**src/rtl/hak_pkg.sv**
```systemverilog
// Package for the hunt-and-kill maze stepper.
// Holds field widths, event, side, direction and register codes, and the row scan result type.
// No dependencies; every other file of the block imports it.
package hak_pkg;

	localparam int ACTION_W = 1;
	localparam int RANDOM_W = 32;
	localparam int EVENT_W  = 3;
	localparam int COORD_W  = 5;
	localparam int SIDE_W   = 2;
	localparam int CFG_W    = 6;
	localparam int PADDR_W  = 3;
	localparam int PDATA_W  = 32;

	localparam int DEF_MAX_WIDTH  = 32;
	localparam int DEF_MAX_HEIGHT = 32;

	localparam logic [CFG_W-1:0] GRID_RESET = 6'd32;

	// Register decode on the word address bit of paddr.
	localparam logic REG_GRID_WIDTH  = 1'b0;
	localparam logic REG_GRID_HEIGHT = 1'b1;

	localparam logic [ACTION_W-1:0] ACT_STEP  = 1'b0;
	localparam logic [ACTION_W-1:0] ACT_CLEAR = 1'b1;

	localparam logic [EVENT_W-1:0] EV_SEEDED  = 3'd0;
	localparam logic [EVENT_W-1:0] EV_WALK    = 3'd1;
	localparam logic [EVENT_W-1:0] EV_DEAD    = 3'd2;
	localparam logic [EVENT_W-1:0] EV_HUNT    = 3'd3;
	localparam logic [EVENT_W-1:0] EV_DONE    = 3'd4;
	localparam logic [EVENT_W-1:0] EV_CLEARED = 3'd5;

	localparam logic [SIDE_W-1:0] SIDE_NORTH = 2'd0;
	localparam logic [SIDE_W-1:0] SIDE_EAST  = 2'd1;
	localparam logic [SIDE_W-1:0] SIDE_SOUTH = 2'd2;
	localparam logic [SIDE_W-1:0] SIDE_WEST  = 2'd3;

	// Candidate order of the walk phase.
	localparam logic [1:0] WALK_UP    = 2'd0;
	localparam logic [1:0] WALK_RIGHT = 2'd1;
	localparam logic [1:0] WALK_DOWN  = 2'd2;
	localparam logic [1:0] WALK_LEFT  = 2'd3;

	// Candidate order of the hunt phase.
	localparam logic [1:0] HUNT_LEFT  = 2'd0;
	localparam logic [1:0] HUNT_UP    = 2'd1;
	localparam logic [1:0] HUNT_RIGHT = 2'd2;
	localparam logic [1:0] HUNT_DOWN  = 2'd3;

	// Result of scanning one row for the first huntable cell.
	typedef struct packed {
		logic       found;
		logic [3:0] cand;
	} hak_hit_t;

endpackage

```
**src/rtl/hak_req_if.sv**
```systemverilog
// Request channel of the maze stepper: one item is one step or clear command.
// Depends on hak_pkg for the field widths.
interface hak_req_if import hak_pkg::*; ();

	logic                valid;
	logic                ready;
	logic [ACTION_W-1:0] action;
	logic [RANDOM_W-1:0] random_value;

	modport source (output valid, output action, output random_value, input ready);
	modport sink (input valid, input action, input random_value, output ready);

endinterface

```
**src/rtl/hak_rsp_if.sv**
```systemverilog
// Result channel of the maze stepper: one item per accepted request.
// Depends on hak_pkg for the field widths.
interface hak_rsp_if import hak_pkg::*; ();

	logic               valid;
	logic               ready;
	logic [EVENT_W-1:0] event_res;
	logic               wall_valid;
	logic [COORD_W-1:0] wall_x;
	logic [COORD_W-1:0] wall_y;
	logic [SIDE_W-1:0]  wall_side;
	logic [COORD_W-1:0] cell_x;
	logic [COORD_W-1:0] cell_y;

	modport source (output valid, output event_res, output wall_valid, output wall_x,
		output wall_y, output wall_side, output cell_x, output cell_y, input ready);
	modport sink (input valid, input event_res, input wall_valid, input wall_x,
		input wall_y, input wall_side, input cell_x, input cell_y, output ready);

endinterface

```
**src/rtl/hunt_and_kill_maze_stepper.sv**
```systemverilog
// Top level of the hunt-and-kill maze stepper: APB register port, row memory and step sequencer.
// Depends on hak_pkg, hak_req_if, hak_rsp_if and hak_row_scan.
//
// The block advances a hunt-and-kill maze one step per request item and returns exactly one
// result item for each. The visited map is kept as one row of MAX_WIDTH bits per memory entry
// in a single-port synchronous memory with a registered read; a flip-flop valid bit per
// row makes a clear take effect at once, so there is no clearing pass after reset or clear.
// A walk step reads the rows above, at and below the walk cell one after another through the
// memory port, then makes the neighbor choice and writes the new cell back. A hunt step
// streams the rows from the top, one row per cycle, through the same port, and stops at the
// first row with a huntable cell or, for a complete or seed result, at the last row of the grid.
// A new item is taken once the previous one has placed its result in the output register;
// that result may still be waiting on the consumer. Configuration writes grid_width at byte
// address 0 and grid_height at byte address 4; a size of 0 acts as 1 and a size beyond the
// maximum acts as the maximum.
module hunt_and_kill_maze_stepper import hak_pkg::*; #(
	parameter int MAX_WIDTH  = DEF_MAX_WIDTH,
	parameter int MAX_HEIGHT = DEF_MAX_HEIGHT
) (
	input  logic               clk,
	input  logic               arst_n,
	input  logic               psel,
	input  logic               penable,
	input  logic               pwrite,
	input  logic [PADDR_W-1:0] paddr,
	input  logic [PDATA_W-1:0] pwdata,
	output logic [PDATA_W-1:0] prdata,
	output logic               pready,
	hak_req_if.sink            step_req,
	hak_rsp_if.source          step_rsp
);

	localparam int XW = $clog2(MAX_WIDTH);
	localparam int YW = $clog2(MAX_HEIGHT);
	localparam logic [MAX_WIDTH-1:0] ROW_ONE = MAX_WIDTH'(1);

	typedef enum logic [3:0] {
		S_IDLE,
		S_CLEAR,
		S_WALK0,
		S_WALK1,
		S_WALK2,
		S_WALK3,
		S_HUNT0,
		S_HUNT1,
		S_HUNT2
	} state_t;

	typedef struct packed {
		logic [EVENT_W-1:0] ev;
		logic               wv;
		logic [COORD_W-1:0] wx;
		logic [COORD_W-1:0] wy;
		logic [SIDE_W-1:0]  ws;
		logic [COORD_W-1:0] cx;
		logic [COORD_W-1:0] cy;
	} result_t;

	// Remainder of a 32-bit word by three: base-4 digits are summed, since 4 is 1 modulo 3.
	function automatic logic [1:0] mod3(input logic [RANDOM_W-1:0] v);
		logic [3:0] g0, g1, g2, g3;
		logic [5:0] s;
		logic [3:0] t;
		begin
			g0 = '0;
			g1 = '0;
			g2 = '0;
			g3 = '0;
			for (int i = 0; i < 4; i++) begin
				g0 = g0 + 4'(v[2*i +: 2]);
				g1 = g1 + 4'(v[8 + 2*i +: 2]);
				g2 = g2 + 4'(v[16 + 2*i +: 2]);
				g3 = g3 + 4'(v[24 + 2*i +: 2]);
			end
			s = 6'(g0) + 6'(g1) + 6'(g2) + 6'(g3);
			t = 4'(s[5:4]) + 4'(s[3:2]) + 4'(s[1:0]);
			if (t >= 4'd6) begin
				t = t - 4'd6;
			end else if (t >= 4'd3) begin
				t = t - 4'd3;
			end
			return t[1:0];
		end
	endfunction

	// Picks the candidate whose rank equals the random word modulo the candidate count.
	function automatic logic [1:0] pick_dir(input logic [3:0] c, input logic [1:0] m3,
		input logic [1:0] lo);
		logic [2:0] n;
		logic [2:0] r;
		logic [2:0] seen;
		logic [1:0] k;
		begin
			n = 3'($countones(c));
			case (n)
				3'd2:    r = {2'b00, lo[0]};
				3'd3:    r = {1'b0, m3};
				3'd4:    r = {1'b0, lo};
				default: r = '0;
			endcase
			seen = '0;
			k = '0;
			for (int i = 0; i < 4; i++) begin
				if (c[i]) begin
					if (seen == r) begin
						k = 2'(i);
					end
					seen = seen + 3'd1;
				end
			end
			return k;
		end
	endfunction

	function automatic logic [COORD_W-1:0] x_out(input logic [XW-1:0] v);
		logic [31:0] t;
		begin
			t = 32'(v);
			return t[COORD_W-1:0];
		end
	endfunction

	function automatic logic [COORD_W-1:0] y_out(input logic [YW-1:0] v);
		logic [31:0] t;
		begin
			t = 32'(v);
			return t[COORD_W-1:0];
		end
	endfunction

	// Configuration registers and their effective values.
	logic [CFG_W-1:0] grid_width_q, grid_height_q;
	logic [XW:0]      eff_w;
	logic [YW:0]      eff_h;
	logic [MAX_WIDTH-1:0] col_mask;

	// Sequencer state.
	state_t          state_q;
	logic            walk_active_q;
	logic [XW-1:0]   walk_x_q;
	logic [YW-1:0]   walk_y_q;
	logic [1:0]      rnd_m3_q;
	logic [1:0]      rnd_lo_q;
	logic [YW-1:0]   e_q;
	logic            any_q;
	logic [MAX_WIDTH-1:0] up_q, mid_q, row0_q;
	logic [MAX_HEIGHT-1:0] row_vld_q;

	// Output register.
	logic    out_vld_q;
	result_t out_q;

	// Visited-row memory and its read stage.
	logic [MAX_WIDTH-1:0] vmem [MAX_HEIGHT];
	logic [MAX_WIDTH-1:0] rdata_s1;
	logic                 rvld_s1;
	logic [MAX_WIDTH-1:0] rd_eff;
	logic                 rd_en, wr_en;
	logic [YW-1:0]        rd_addr, wr_addr;
	logic [MAX_WIDTH-1:0] wr_data;

	// Step evaluation.
	logic          accept, out_free, out_load;
	result_t       res;
	logic          walk_in_grid, up_ok_w, dn_ok_w, rt_ok_w, lf_ok_w;
	logic [MAX_WIDTH-1:0] mid_sr, mid_sl, walk_base;
	logic [3:0]    walk_cand;
	logic [1:0]    walk_dir, hunt_dir;
	logic [XW-1:0] walk_nx;
	logic [YW-1:0] walk_ny;
	logic          hunt_last, any_now;
	logic [YW:0]   e_plus2;
	hak_hit_t      hit;
	logic [XW-1:0] hit_x;
	logic [XW-1:0] hunt_wx;
	logic [YW-1:0] hunt_wy;
	logic [SIDE_W-1:0] hunt_ws;

	// ---------------------------------------------------------------- register port
	assign pready = 1'b1;

	always_comb begin
		unique case (paddr[2])
			REG_GRID_WIDTH:  prdata = PDATA_W'(grid_width_q);
			REG_GRID_HEIGHT: prdata = PDATA_W'(grid_height_q);
		endcase
	end

	always_ff @(posedge clk or negedge arst_n) begin
		if (!arst_n) begin
			grid_width_q  <= GRID_RESET;
			grid_height_q <= GRID_RESET;
		end else if (psel && penable && pwrite && pready) begin
			unique case (paddr[2])
				REG_GRID_WIDTH:  grid_width_q  <= pwdata[CFG_W-1:0];
				REG_GRID_HEIGHT: grid_height_q <= pwdata[CFG_W-1:0];
			endcase
		end
	end

	// A size of zero acts as one column or row; sizes beyond the array are clamped.
	always_comb begin
		if (grid_width_q == '0) begin
			eff_w = (XW+1)'(1);
		end else if (int'(grid_width_q) > MAX_WIDTH) begin
			eff_w = (XW+1)'(MAX_WIDTH);
		end else begin
			eff_w = (XW+1)'(grid_width_q);
		end
		if (grid_height_q == '0) begin
			eff_h = (YW+1)'(1);
		end else if (int'(grid_height_q) > MAX_HEIGHT) begin
			eff_h = (YW+1)'(MAX_HEIGHT);
		end else begin
			eff_h = (YW+1)'(grid_height_q);
		end
		for (int i = 0; i < MAX_WIDTH; i++) begin
			col_mask[i] = (i < int'(eff_w));
		end
	end

	// ---------------------------------------------------------------- row memory
	always_ff @(posedge clk) begin
		if (wr_en) begin
			vmem[wr_addr] <= wr_data;
		end
	end

	always_ff @(posedge clk) begin
		if (rd_en) begin
			rdata_s1 <= vmem[rd_addr];
			rvld_s1  <= row_vld_q[rd_addr];
		end
	end

	// A row that was never written since the last clear reads as all unvisited.
	assign rd_eff = rdata_s1 & {MAX_WIDTH{rvld_s1}};

	// ---------------------------------------------------------------- handshake
	assign step_req.ready      = (state_q == S_IDLE);
	assign accept              = step_req.valid && step_req.ready;
	assign out_free            = !out_vld_q || step_rsp.ready;
	assign step_rsp.valid      = out_vld_q;
	assign step_rsp.event_res  = out_q.ev;
	assign step_rsp.wall_valid = out_q.wv;
	assign step_rsp.wall_x     = out_q.wx;
	assign step_rsp.wall_y     = out_q.wy;
	assign step_rsp.wall_side  = out_q.ws;
	assign step_rsp.cell_x     = out_q.cx;
	assign step_rsp.cell_y     = out_q.cy;

	// ---------------------------------------------------------------- walk evaluation
	always_comb begin
		walk_in_grid = ({1'b0, walk_x_q} < eff_w) && ({1'b0, walk_y_q} < eff_h);
		up_ok_w = (walk_y_q != '0);
		dn_ok_w = (({1'b0, walk_y_q} + (YW+1)'(1)) < eff_h);
		rt_ok_w = (({1'b0, walk_x_q} + (XW+1)'(1)) < eff_w);
		lf_ok_w = (walk_x_q != '0);
		mid_sr  = mid_q >> 1;
		mid_sl  = mid_q << 1;
		// In S_WALK3 the read stage holds the row below the walk cell.
		walk_cand[WALK_UP]    = up_ok_w & ~up_q[walk_x_q];
		walk_cand[WALK_RIGHT] = rt_ok_w & ~mid_sr[walk_x_q];
		walk_cand[WALK_DOWN]  = dn_ok_w & ~rd_eff[walk_x_q];
		walk_cand[WALK_LEFT]  = lf_ok_w & ~mid_sl[walk_x_q];
		walk_dir = pick_dir(walk_cand, rnd_m3_q, rnd_lo_q);
		walk_nx   = walk_x_q;
		walk_ny   = walk_y_q;
		walk_base = mid_q;
		case (walk_dir)
			WALK_UP: begin
				walk_ny   = walk_y_q - YW'(1);
				walk_base = up_q;
			end
			WALK_RIGHT: walk_nx = walk_x_q + XW'(1);
			WALK_DOWN: begin
				walk_ny   = walk_y_q + YW'(1);
				walk_base = rd_eff;
			end
			default: walk_nx = walk_x_q - XW'(1);
		endcase
	end

	// ---------------------------------------------------------------- hunt evaluation
	assign hunt_last = (({1'b0, e_q} + (YW+1)'(1)) == eff_h);
	assign e_plus2   = {1'b0, e_q} + (YW+1)'(2);
	assign any_now   = any_q || ((mid_q & col_mask) != '0);

	hak_row_scan #(
		.MAX_WIDTH (MAX_WIDTH)
	) u_row_scan (
		.up_row   (up_q),
		.mid_row  (mid_q),
		.dn_row   (rd_eff),
		.up_ok    (e_q != '0),
		.dn_ok    (!hunt_last),
		.col_mask (col_mask),
		.hit      (hit),
		.hit_x    (hit_x)
	);

	// The wall is opened on the visited neighbor, facing the found cell.
	always_comb begin
		hunt_dir = pick_dir(hit.cand, rnd_m3_q, rnd_lo_q);
		hunt_wx  = hit_x;
		hunt_wy  = e_q;
		case (hunt_dir)
			HUNT_LEFT: begin
				hunt_wx = hit_x - XW'(1);
				hunt_ws = SIDE_EAST;
			end
			HUNT_UP: begin
				hunt_wy = e_q - YW'(1);
				hunt_ws = SIDE_SOUTH;
			end
			HUNT_RIGHT: begin
				hunt_wx = hit_x + XW'(1);
				hunt_ws = SIDE_WEST;
			end
			default: begin
				hunt_wy = e_q + YW'(1);
				hunt_ws = SIDE_NORTH;
			end
		endcase
	end

	// ---------------------------------------------------------------- memory control and result
	always_comb begin
		rd_en    = 1'b0;
		rd_addr  = walk_y_q;
		wr_en    = 1'b0;
		wr_addr  = walk_y_q;
		wr_data  = mid_q;
		out_load = 1'b0;
		res      = '0;
		unique case (state_q)
			S_IDLE: ;
			S_CLEAR: begin
				out_load = out_free;
				res.ev   = EV_CLEARED;
			end
			S_WALK0: begin
				if (walk_in_grid) begin
					rd_en   = 1'b1;
					rd_addr = up_ok_w ? (walk_y_q - YW'(1)) : walk_y_q;
				end else begin
					// The grid shrank below the walk cell.
					out_load = out_free;
					res.ev   = EV_DEAD;
					res.cx   = x_out(walk_x_q);
					res.cy   = y_out(walk_y_q);
				end
			end
			S_WALK1: begin
				rd_en   = 1'b1;
				rd_addr = walk_y_q;
			end
			S_WALK2: begin
				rd_en   = 1'b1;
				rd_addr = dn_ok_w ? (walk_y_q + YW'(1)) : walk_y_q;
			end
			S_WALK3: begin
				out_load = out_free;
				if (walk_cand == '0) begin
					res.ev = EV_DEAD;
					res.cx = x_out(walk_x_q);
					res.cy = y_out(walk_y_q);
				end else begin
					wr_en   = out_free;
					wr_addr = walk_ny;
					wr_data = walk_base | (ROW_ONE << walk_nx);
					res.ev  = EV_WALK;
					res.wv  = 1'b1;
					res.wx  = x_out(walk_x_q);
					res.wy  = y_out(walk_y_q);
					res.ws  = walk_dir;
					res.cx  = x_out(walk_nx);
					res.cy  = y_out(walk_ny);
				end
			end
			S_HUNT0: begin
				rd_en   = 1'b1;
				rd_addr = '0;
			end
			S_HUNT1: begin
				rd_en   = (eff_h > (YW+1)'(1));
				rd_addr = YW'(1);
			end
			S_HUNT2: begin
				if (hit.found) begin
					out_load = out_free;
					wr_en    = out_free;
					wr_addr  = e_q;
					wr_data  = mid_q | (ROW_ONE << hit_x);
					res.ev   = EV_HUNT;
					res.wv   = 1'b1;
					res.wx   = x_out(hunt_wx);
					res.wy   = y_out(hunt_wy);
					res.ws   = hunt_ws;
					res.cx   = x_out(hit_x);
					res.cy   = y_out(e_q);
				end else if (hunt_last) begin
					out_load = out_free;
					if (any_now) begin
						res.ev = EV_DONE;
					end else begin
						// Nothing inside the grid is visited yet: seed the walk at the origin.
						wr_en   = out_free;
						wr_addr = '0;
						wr_data = row0_q | ROW_ONE;
						res.ev  = EV_SEEDED;
					end
				end else if (e_plus2 < eff_h) begin
					rd_en   = 1'b1;
					rd_addr = e_plus2[YW-1:0];
				end
			end
			default: ;
		endcase
	end

	// ---------------------------------------------------------------- sequencer
	always_ff @(posedge clk or negedge arst_n) begin
		if (!arst_n) begin
			state_q       <= S_IDLE;
			walk_active_q <= 1'b0;
			walk_x_q      <= '0;
			walk_y_q      <= '0;
			rnd_m3_q      <= '0;
			rnd_lo_q      <= '0;
			e_q           <= '0;
			any_q         <= 1'b0;
			up_q          <= '0;
			mid_q         <= '0;
			row0_q        <= '0;
			row_vld_q     <= '0;
			out_vld_q     <= 1'b0;
			out_q         <= '0;
		end else begin
			if (out_load) begin
				out_vld_q <= 1'b1;
				out_q     <= res;
			end else if (step_rsp.ready) begin
				out_vld_q <= 1'b0;
			end

			if (wr_en) begin
				row_vld_q[wr_addr] <= 1'b1;
			end

			unique case (state_q)
				S_IDLE: begin
					if (accept) begin
						rnd_m3_q <= mod3(step_req.random_value);
						rnd_lo_q <= step_req.random_value[1:0];
						if (step_req.action == ACT_CLEAR) begin
							state_q <= S_CLEAR;
						end else if (walk_active_q) begin
							state_q <= S_WALK0;
						end else begin
							state_q <= S_HUNT0;
						end
					end
				end
				S_CLEAR: begin
					if (out_free) begin
						row_vld_q     <= '0;
						walk_active_q <= 1'b0;
						walk_x_q      <= '0;
						walk_y_q      <= '0;
						state_q       <= S_IDLE;
					end
				end
				S_WALK0: begin
					if (walk_in_grid) begin
						state_q <= S_WALK1;
					end else if (out_free) begin
						walk_active_q <= 1'b0;
						state_q       <= S_IDLE;
					end
				end
				S_WALK1: begin
					up_q    <= rd_eff;
					state_q <= S_WALK2;
				end
				S_WALK2: begin
					mid_q   <= rd_eff;
					state_q <= S_WALK3;
				end
				S_WALK3: begin
					if (out_free) begin
						if (walk_cand == '0) begin
							walk_active_q <= 1'b0;
						end else begin
							walk_x_q <= walk_nx;
							walk_y_q <= walk_ny;
						end
						state_q <= S_IDLE;
					end
				end
				S_HUNT0: begin
					state_q <= S_HUNT1;
				end
				S_HUNT1: begin
					mid_q   <= rd_eff;
					row0_q  <= rd_eff;
					up_q    <= '0;
					e_q     <= '0;
					any_q   <= 1'b0;
					state_q <= S_HUNT2;
				end
				S_HUNT2: begin
					if (hit.found) begin
						if (out_free) begin
							walk_active_q <= 1'b1;
							walk_x_q      <= hit_x;
							walk_y_q      <= e_q;
							state_q       <= S_IDLE;
						end
					end else if (hunt_last) begin
						if (out_free) begin
							if (!any_now) begin
								walk_active_q <= 1'b1;
								walk_x_q      <= '0;
								walk_y_q      <= '0;
							end
							state_q <= S_IDLE;
						end
					end else begin
						// Slide the three-row window down by one row.
						any_q <= any_now;
						up_q  <= mid_q;
						mid_q <= rd_eff;
						e_q   <= e_q + YW'(1);
					end
				end
				default: state_q <= S_IDLE;
			endcase
		end
	end

	// ---------------------------------------------------------------- assertions
`ifndef ASSERT_OFF
	a_write_with_result: assert property (@(posedge clk) disable iff (!arst_n)
		wr_en |-> out_load)
		else $error("row memory written without a result being delivered");

	a_clear_empties_map: assert property (@(posedge clk) disable iff (!arst_n)
		(state_q == S_CLEAR && out_free) |=> (row_vld_q == '0))
		else $error("clear left visited rows behind");

	a_wall_matches_event: assert property (@(posedge clk) disable iff (!arst_n)
		step_rsp.valid |-> (step_rsp.wall_valid ==
			(step_rsp.event_res == EV_WALK || step_rsp.event_res == EV_HUNT)))
		else $error("wall flag disagrees with event");

	a_no_wall_fields_zero: assert property (@(posedge clk) disable iff (!arst_n)
		(step_rsp.valid && !step_rsp.wall_valid) |->
			(step_rsp.wall_x == '0 && step_rsp.wall_y == '0 && step_rsp.wall_side == '0))
		else $error("wall fields set on a result without a wall");
`endif

endmodule

```
**src/rtl/hak_row_scan.sv**
```systemverilog
// Row scanner of the hunt phase: finds the first unvisited cell of a row with a visited neighbor.
// Depends on hak_pkg for hak_hit_t and the hunt direction codes.
module hak_row_scan import hak_pkg::*; #(
	parameter int MAX_WIDTH = DEF_MAX_WIDTH,
	localparam int XW = $clog2(MAX_WIDTH)
) (
	input  logic [MAX_WIDTH-1:0] up_row,
	input  logic [MAX_WIDTH-1:0] mid_row,
	input  logic [MAX_WIDTH-1:0] dn_row,
	input  logic                 up_ok,
	input  logic                 dn_ok,
	input  logic [MAX_WIDTH-1:0] col_mask,
	output hak_hit_t             hit,
	output logic [XW-1:0]        hit_x
);

	logic [MAX_WIDTH-1:0] m_v, u_v, d_v, lft_v, rgt_v, hit_v, low_v;

	always_comb begin
		m_v   = mid_row & col_mask;
		u_v   = up_ok ? (up_row & col_mask) : '0;
		d_v   = dn_ok ? (dn_row & col_mask) : '0;
		lft_v = m_v << 1;
		rgt_v = m_v >> 1;
		hit_v = col_mask & ~mid_row & (lft_v | u_v | rgt_v | d_v);
		// Isolate the lowest set bit, then encode it.
		low_v = hit_v & (~hit_v + MAX_WIDTH'(1));
	end

	always_comb begin
		hit_x = '0;
		for (int b = 0; b < XW; b++) begin
			for (int i = 0; i < MAX_WIDTH; i++) begin
				if (((i >> b) & 1) == 1) begin
					hit_x[b] = hit_x[b] | low_v[i];
				end
			end
		end
	end

	always_comb begin
		hit.found           = |hit_v;
		hit.cand[HUNT_LEFT]  = lft_v[hit_x];
		hit.cand[HUNT_UP]    = u_v[hit_x];
		hit.cand[HUNT_RIGHT] = rgt_v[hit_x];
		hit.cand[HUNT_DOWN]  = d_v[hit_x];
	end

endmodule

```
**src/flat_wrapper.sv**
```systemverilog
// flat-port wrapper written by rule: the top's interface ports become plain ports
module hunt_and_kill_maze_stepper_flat import hak_pkg::*;
#(
	parameter int MAX_WIDTH  = DEF_MAX_WIDTH,
	parameter int MAX_HEIGHT = DEF_MAX_HEIGHT
)
  (clk, arst_n, psel, penable, pwrite, paddr, pwdata, prdata, pready, step_req_valid, step_req_action, step_req_random_value, step_req_ready, step_rsp_valid, step_rsp_event_res, step_rsp_wall_valid, step_rsp_wall_x, step_rsp_wall_y, step_rsp_wall_side, step_rsp_cell_x, step_rsp_cell_y, step_rsp_ready);
  hak_req_if step_req_i ();
  hak_rsp_if step_rsp_i ();
  input  logic clk;
  input  logic arst_n;
  input  logic psel;
  input  logic penable;
  input  logic pwrite;
  input  logic [PADDR_W-1:0] paddr;
  input  logic [PDATA_W-1:0] pwdata;
  output logic [PDATA_W-1:0] prdata;
  output logic pready;
  input wire logic [$bits(step_req_i.valid)-1:0] step_req_valid;
  input wire logic [$bits(step_req_i.action)-1:0] step_req_action;
  input wire logic [$bits(step_req_i.random_value)-1:0] step_req_random_value;
  output wire logic [$bits(step_req_i.ready)-1:0] step_req_ready;
  output wire logic [$bits(step_rsp_i.valid)-1:0] step_rsp_valid;
  output wire logic [$bits(step_rsp_i.event_res)-1:0] step_rsp_event_res;
  output wire logic [$bits(step_rsp_i.wall_valid)-1:0] step_rsp_wall_valid;
  output wire logic [$bits(step_rsp_i.wall_x)-1:0] step_rsp_wall_x;
  output wire logic [$bits(step_rsp_i.wall_y)-1:0] step_rsp_wall_y;
  output wire logic [$bits(step_rsp_i.wall_side)-1:0] step_rsp_wall_side;
  output wire logic [$bits(step_rsp_i.cell_x)-1:0] step_rsp_cell_x;
  output wire logic [$bits(step_rsp_i.cell_y)-1:0] step_rsp_cell_y;
  input wire logic [$bits(step_rsp_i.ready)-1:0] step_rsp_ready;
  assign step_req_i.valid = step_req_valid;
  assign step_req_i.action = step_req_action;
  assign step_req_i.random_value = step_req_random_value;
  assign step_req_ready = step_req_i.ready;
  assign step_rsp_valid = step_rsp_i.valid;
  assign step_rsp_event_res = step_rsp_i.event_res;
  assign step_rsp_wall_valid = step_rsp_i.wall_valid;
  assign step_rsp_wall_x = step_rsp_i.wall_x;
  assign step_rsp_wall_y = step_rsp_i.wall_y;
  assign step_rsp_wall_side = step_rsp_i.wall_side;
  assign step_rsp_cell_x = step_rsp_i.cell_x;
  assign step_rsp_cell_y = step_rsp_i.cell_y;
  assign step_rsp_i.ready = step_rsp_ready;
  hunt_and_kill_maze_stepper #(.MAX_WIDTH(MAX_WIDTH), .MAX_HEIGHT(MAX_HEIGHT)) u_core (.clk(clk), .arst_n(arst_n), .psel(psel), .penable(penable), .pwrite(pwrite), .paddr(paddr), .pwdata(pwdata), .prdata(prdata), .pready(pready), .step_req(step_req_i), .step_rsp(step_rsp_i));
endmodule
```
**config.mk**
```make
export PLATFORM = sky130hd
export DESIGN_NAME = hunt_and_kill_maze_stepper_flat
export DESIGN_NICKNAME = d
export VERILOG_FILES = /design/src/rtl/hak_pkg.sv /design/src/rtl/hak_req_if.sv /design/src/rtl/hak_rsp_if.sv /design/src/rtl/hunt_and_kill_maze_stepper.sv /design/src/rtl/hak_row_scan.sv /design/src/flat_wrapper.sv
export SDC_FILE = /design/constraint.sdc
export NUM_CORES = 2
export LEC_CHECK = 0
export BUFFER_PORTS_ARGS = -buffer_cell sky130_fd_sc_hd__buf_2
export CAP_MARGIN = 20
export CORE_MARGIN = 10
export CORE_UTILIZATION = 61
export DETAILED_ROUTE_END_ITERATION = 12
export HOLD_SLACK_MARGIN = 0.06
export PLACE_DENSITY = 0.78
export SETUP_SLACK_MARGIN = 0.3
export SLEW_MARGIN = 0
export SYNTH_ARGS = -nofsm -noshare
export SYNTH_HDL_FRONTEND = slang
export SYNTH_SLANG_ARGS = --single-unit
```
**constraint.sdc**
```tcl
create_clock -name clk -period 18.7 [get_ports clk]
set_input_delay 0 -clock clk [delete_from_list [all_inputs] [get_ports clk]]
set_output_delay 0 -clock clk [all_outputs]
set_load 0.01 [all_outputs]
```
==> impl_results.rst <==
.. list-table::
   :header-rows: 1

   * - Metric
     - Value
   * - Run status
     - complete, no violations
   * - Total number of placement rows
     - 115
   * - Initial DRC Count
     - 7,494
   * - Worst setup startpoint
     - u_core.e_q[2]
   * - Most used flip-flop cell after synthesis
     - sky130_fd_sc_hd__edfxtp_1
   * - Clock tree from TritonCTS
     - done
   * - Yosys cell types
     - 113
   * - Most frequently used cell type in the post-synthesis netlist
     - sky130_fd_sc_hd__nand2_1
   * - Post-Synth XOR/XNOR Area
     - 0.541%
   * - Post-synthesis share of cell area spent on full adders, half adders and majority gates
     - 2.40%
   * - Wire length on met2
     - 90,500 µm
   * - Area share of the largest cell type after synthesis
     - 52.2%
   * - Max-slew headroom at the worst pin
     - 17.8%
   * - Met1 routed wirelength after detailed routing
     - 72,200 µm
   * - Register Area
     - 36,500 µm²
   * - Area taken by multi-input logic gates
     - 22,300 µm²
   * - First-pass GRT wire length
     - 291,000 µm
   * - Final Setup Violations
     - 0
   * - Via density per instance
     - 6.99
   * - Synthesized-area fraction occupied by and/or/nand/nor cells
     - 16.7%
   * - Clock Root Buffer
     - sky130_fd_sc_hd__clkbuf_16
   * - Critical path class
     - flop to flop
   * - Worst Path Arrival
     - 13.20 ns
   * - Number of sinks on the clock net
     - 1,248
   * - Hold Crit Class
     - input port to flop
   * - Synthesis Warnings
     - 0
   * - Upper clock frequency limit
     - 0.0795 GHz
   * - CTS H-Tree Depth
     - 3
   * - Setup repair bufs after CTS
     - 0
   * - Endpoint of the most critical setup path
     - u_core.step_rsp.wall_x[3]
   * - Clock tree buffer depth
     - 3
   * - Aggregate negative setup slack
     - 0 ns
   * - Count of nets after finishing
     - 5,624
   * - Combinational family with the most area after synthesis
     - simple AND/OR/NAND/NOR gates
   * - Post-CTS Hold Fix Bufs
     - 31
   * - Number of storage elements in the synthesis netlist
     - 1,248
   * - Source of the worst register-to-register timing path
     - u_core.e_q[2]
   * - Vias in the first global route
     - 44,610
   * - Final hold slack
     - 0.109 ns
   * - Setup slack of the worst register-to-register path
     - 6.13 ns
   * - Largest stage delay on the critical path
     - 0.89 ns
   * - Proportion of layout cells with a drive suffix above 1
     - 10.7%
   * - Leading area contributor after synthesis
     - sky130_fd_sc_hd__edfxtp_1
   * - CORE AREA
     - 98,700 µm²
   * - Global route overflow
     - 0
   * - Mapped Cells
     - 5,508
   * - Cell area after synthesis
     - 60,800 µm²
   * - TritonCTS buffer count
     - 119
   * - Final WL
     - 200,000 µm
   * - Largest driver fanout on the critical path
     - 32
   * - Setup skew after layout
     - 0.0516 ns
   * - Share of the cycle needed by the critical path after routing
     - 67.2%
   * - Fraction of the mapped netlist area in compound gates
     - 14.0%
   * - Vias after detailed routing
     - 47,803
   * - Crit start category
     - flop
   * - Ranking of synthesized cells by instance count
     - sky130_fd_sc_hd__nand2_1 (1,406), sky130_fd_sc_hd__edfxtp_1 (1,057), sky130_fd_sc_hd__clkbuf_1 (272)
   * - Most common cell on crit path
     - sky130_fd_sc_hd__ha_1
   * - Unrepaired setup endpoints after global routing
     - false
   * - Resized cells post-CTS
     - 0
   * - Global Route Usage Sum
     - 34.5%
   * - Post-synthesis async set-or-reset flop share
     - 15.3%
   * - Number of hold violations in the final report
     - 0
   * - Share of the yosys chip area belonging to registers
     - 60.1%
   * - Weighted congestion reported at the end of routability-driven placement
     - 1.01
   * - Cell with the largest stage delay on the worst path
     - sky130_fd_sc_hd__nor2_1
   * - Synth-to-layout area growth
     - 9.79%
   * - ANT cells
     - 0
   * - Slew of the pin with the lowest slew margin
     - 1.22 ns
   * - Antenna viol nets, final
     - 0
   * - Fillcell total
     - 6,919
   * - Wire length on met3
     - 25,600 µm
   * - Nature of the critical path endpoint
     - flop
   * - Mux share of post-synthesis cell area
     - 2.09%
   * - Die Span X
     - 336 µm
   * - Worst skew pair latency
     - 0.75 ns
   * - Number of max-cap violations
     - 0
   * - HPWL Detailed
     - 117,000 µm
   * - Number of iterations in the first detailed-routing pass
     - 8
   * - Required time at the endpoint of the critical path
     - 19.33 ns
   * - Reg2Reg Depth
     - 38
   * - I/O pin count
     - 136
   * - Post-synth EDFFs
     - 1,057
   * - Avg Synthesized Cell Area
     - 11.0 µm²
   * - Die Footprint
     - 113,000 µm²
   * - Number of DRC violations after detailed routing
     - 0
   * - Clk pin slew, worst setup/hold paths
     - 0.06 ns
   * - Initial Util
     - 61.6%
   * - Worst Slack Setup Final
     - 6.13 ns
   * - Port Buffer Count
     - 80
   * - Setup slack after placement
     - 6.67 ns
   * - Antenna violations before repair
     - 3
   * - Largest cells by area after synthesis
     - sky130_fd_sc_hd__edfxtp_1 (52%), sky130_fd_sc_hd__nand2_1 (8.7%), sky130_fd_sc_hd__dfrtp_1 (7.8%)
   * - Routed length per instance
     - 29.2 µm
   * - Number of pins with negative max-slew slack in the final report
     - 0
   * - Min Clock Period, post-route
     - 12.57 ns
   * - Endpoint of the worst-slack reg-to-reg timing path
     - u_core.step_rsp.wall_x[3]
   * - Die height
     - 336 µm
   * - Max Used Layer
     - met5
   * - Largest net degree at the start of global routing
     - 158
## layout by cell type, fill, tap and decap left out, types with 79 or more instances in the layout
cell and instances:
sky130_fd_sc_hd__nand3_1 192, sky130_fd_sc_hd__buf_4 121, sky130_fd_sc_hd__nor2_1 127, sky130_fd_sc_hd__edfxtp_1 1057, sky130_fd_sc_hd__dfrtp_1 188, sky130_fd_sc_hd__inv_1 100
sky130_fd_sc_hd__nor3_1 89, sky130_fd_sc_hd__buf_2 79, sky130_fd_sc_hd__clkbuf_16 123, sky130_fd_sc_hd__o21ai_0 240, sky130_fd_sc_hd__a21oi_1 182, sky130_fd_sc_hd__nand2_1 1404
sky130_fd_sc_hd__a31oi_1 89, sky130_fd_sc_hd__and3_1 214, sky130_fd_sc_hd__a311oi_1 217
## kinds of logic (layout without fill, tap and decap cells)
kind of cell	Yosys count	count (layout)
multiplexers	77	77
flip-flops	1248	1248
buffers and inverters	564	580
XOR/XNOR	36	36
other	2	27
AND/OR/NAND/NOR	2275	2275
AO/OA/AOI/OAI	1206	1206
adder cells (fa/ha/maj)	100	100
## worst min-delay path by stage
stage                     slack [ns]       from  cells after the start                       to
after floorplan                -0.30     arst_n                      0             u_core.any_q
after global placement          0.03     arst_n                      1       u_core.rnd_lo_q[1]
after detailed placement        0.03     arst_n                      1       u_core.rnd_lo_q[1]
after CTS                       0.07  pwdata[3]                      3  u_core.grid_height_q[3]
after global routing            0.12  pwdata[0]                      3  u_core.grid_height_q[0]
final                           0.11  pwdata[0]                      3  u_core.grid_height_q[0]
## stage by stage
stage | utilization [%] | instances | area [µm²]
after floorplan | - | 5533 | 60900
after global placement | 63.0 | 6566 | 62200
after detailed placement | 63.1 | 6569 | 62300
after CTS | 67.3 | 6821 | 66500
after global routing | 67.6 | 6836 | 66800
final | 67.6 | 6836 | 66800
## sequential cells by signal (all words and copies together), names as in the netlist, 6 cells and up
register	flops
u_core.grid_height_q	6
u_core.mid_q	32
u_core.row0_q	31
u_core.grid_width_q	6
u_core.vmem	1024
u_core.row_vld_q	32
u_core.up_q	32
u_core.rdata_s1	32
## per-layer routing
layer | vias up | global-route usage (%)
met5 | - | 0
met1 | 23178 | 45.8
met4 | 2 | 18.0
li1 | 20358 | -
met3 | 704 | 7.69
met2 | 3561 | 53.2
## worst max-delay path: cells and delay by family, from the launching register on
family | cells | cell delay (ns)
compound gates | 8 | 2.08
xor+xnor | 1 | 0.08
fa+ha+maj | 6 | 1.79
buf+inv | 7 | 1.87
flops | 1 | 0.54
simple gates | 16 | 6.01
## layout make-up
| type | count | area share (%) |
|---|---|---|
| inverter | 106 | 0.596 |
| tap | 1287 | 2.41 |
| sequential | 1248 | 54.7 |
| multi-input combinational | 3721 | 33.4 |
| clock buffer | 142 | 4.67 |
| timing repair buffer | 253 | 3.13 |
| clock inverter | 79 | 1.09 |
Power is not shown: default switching activity piles up to over one toggle a cycle in this logic, so the estimate is an artifact.
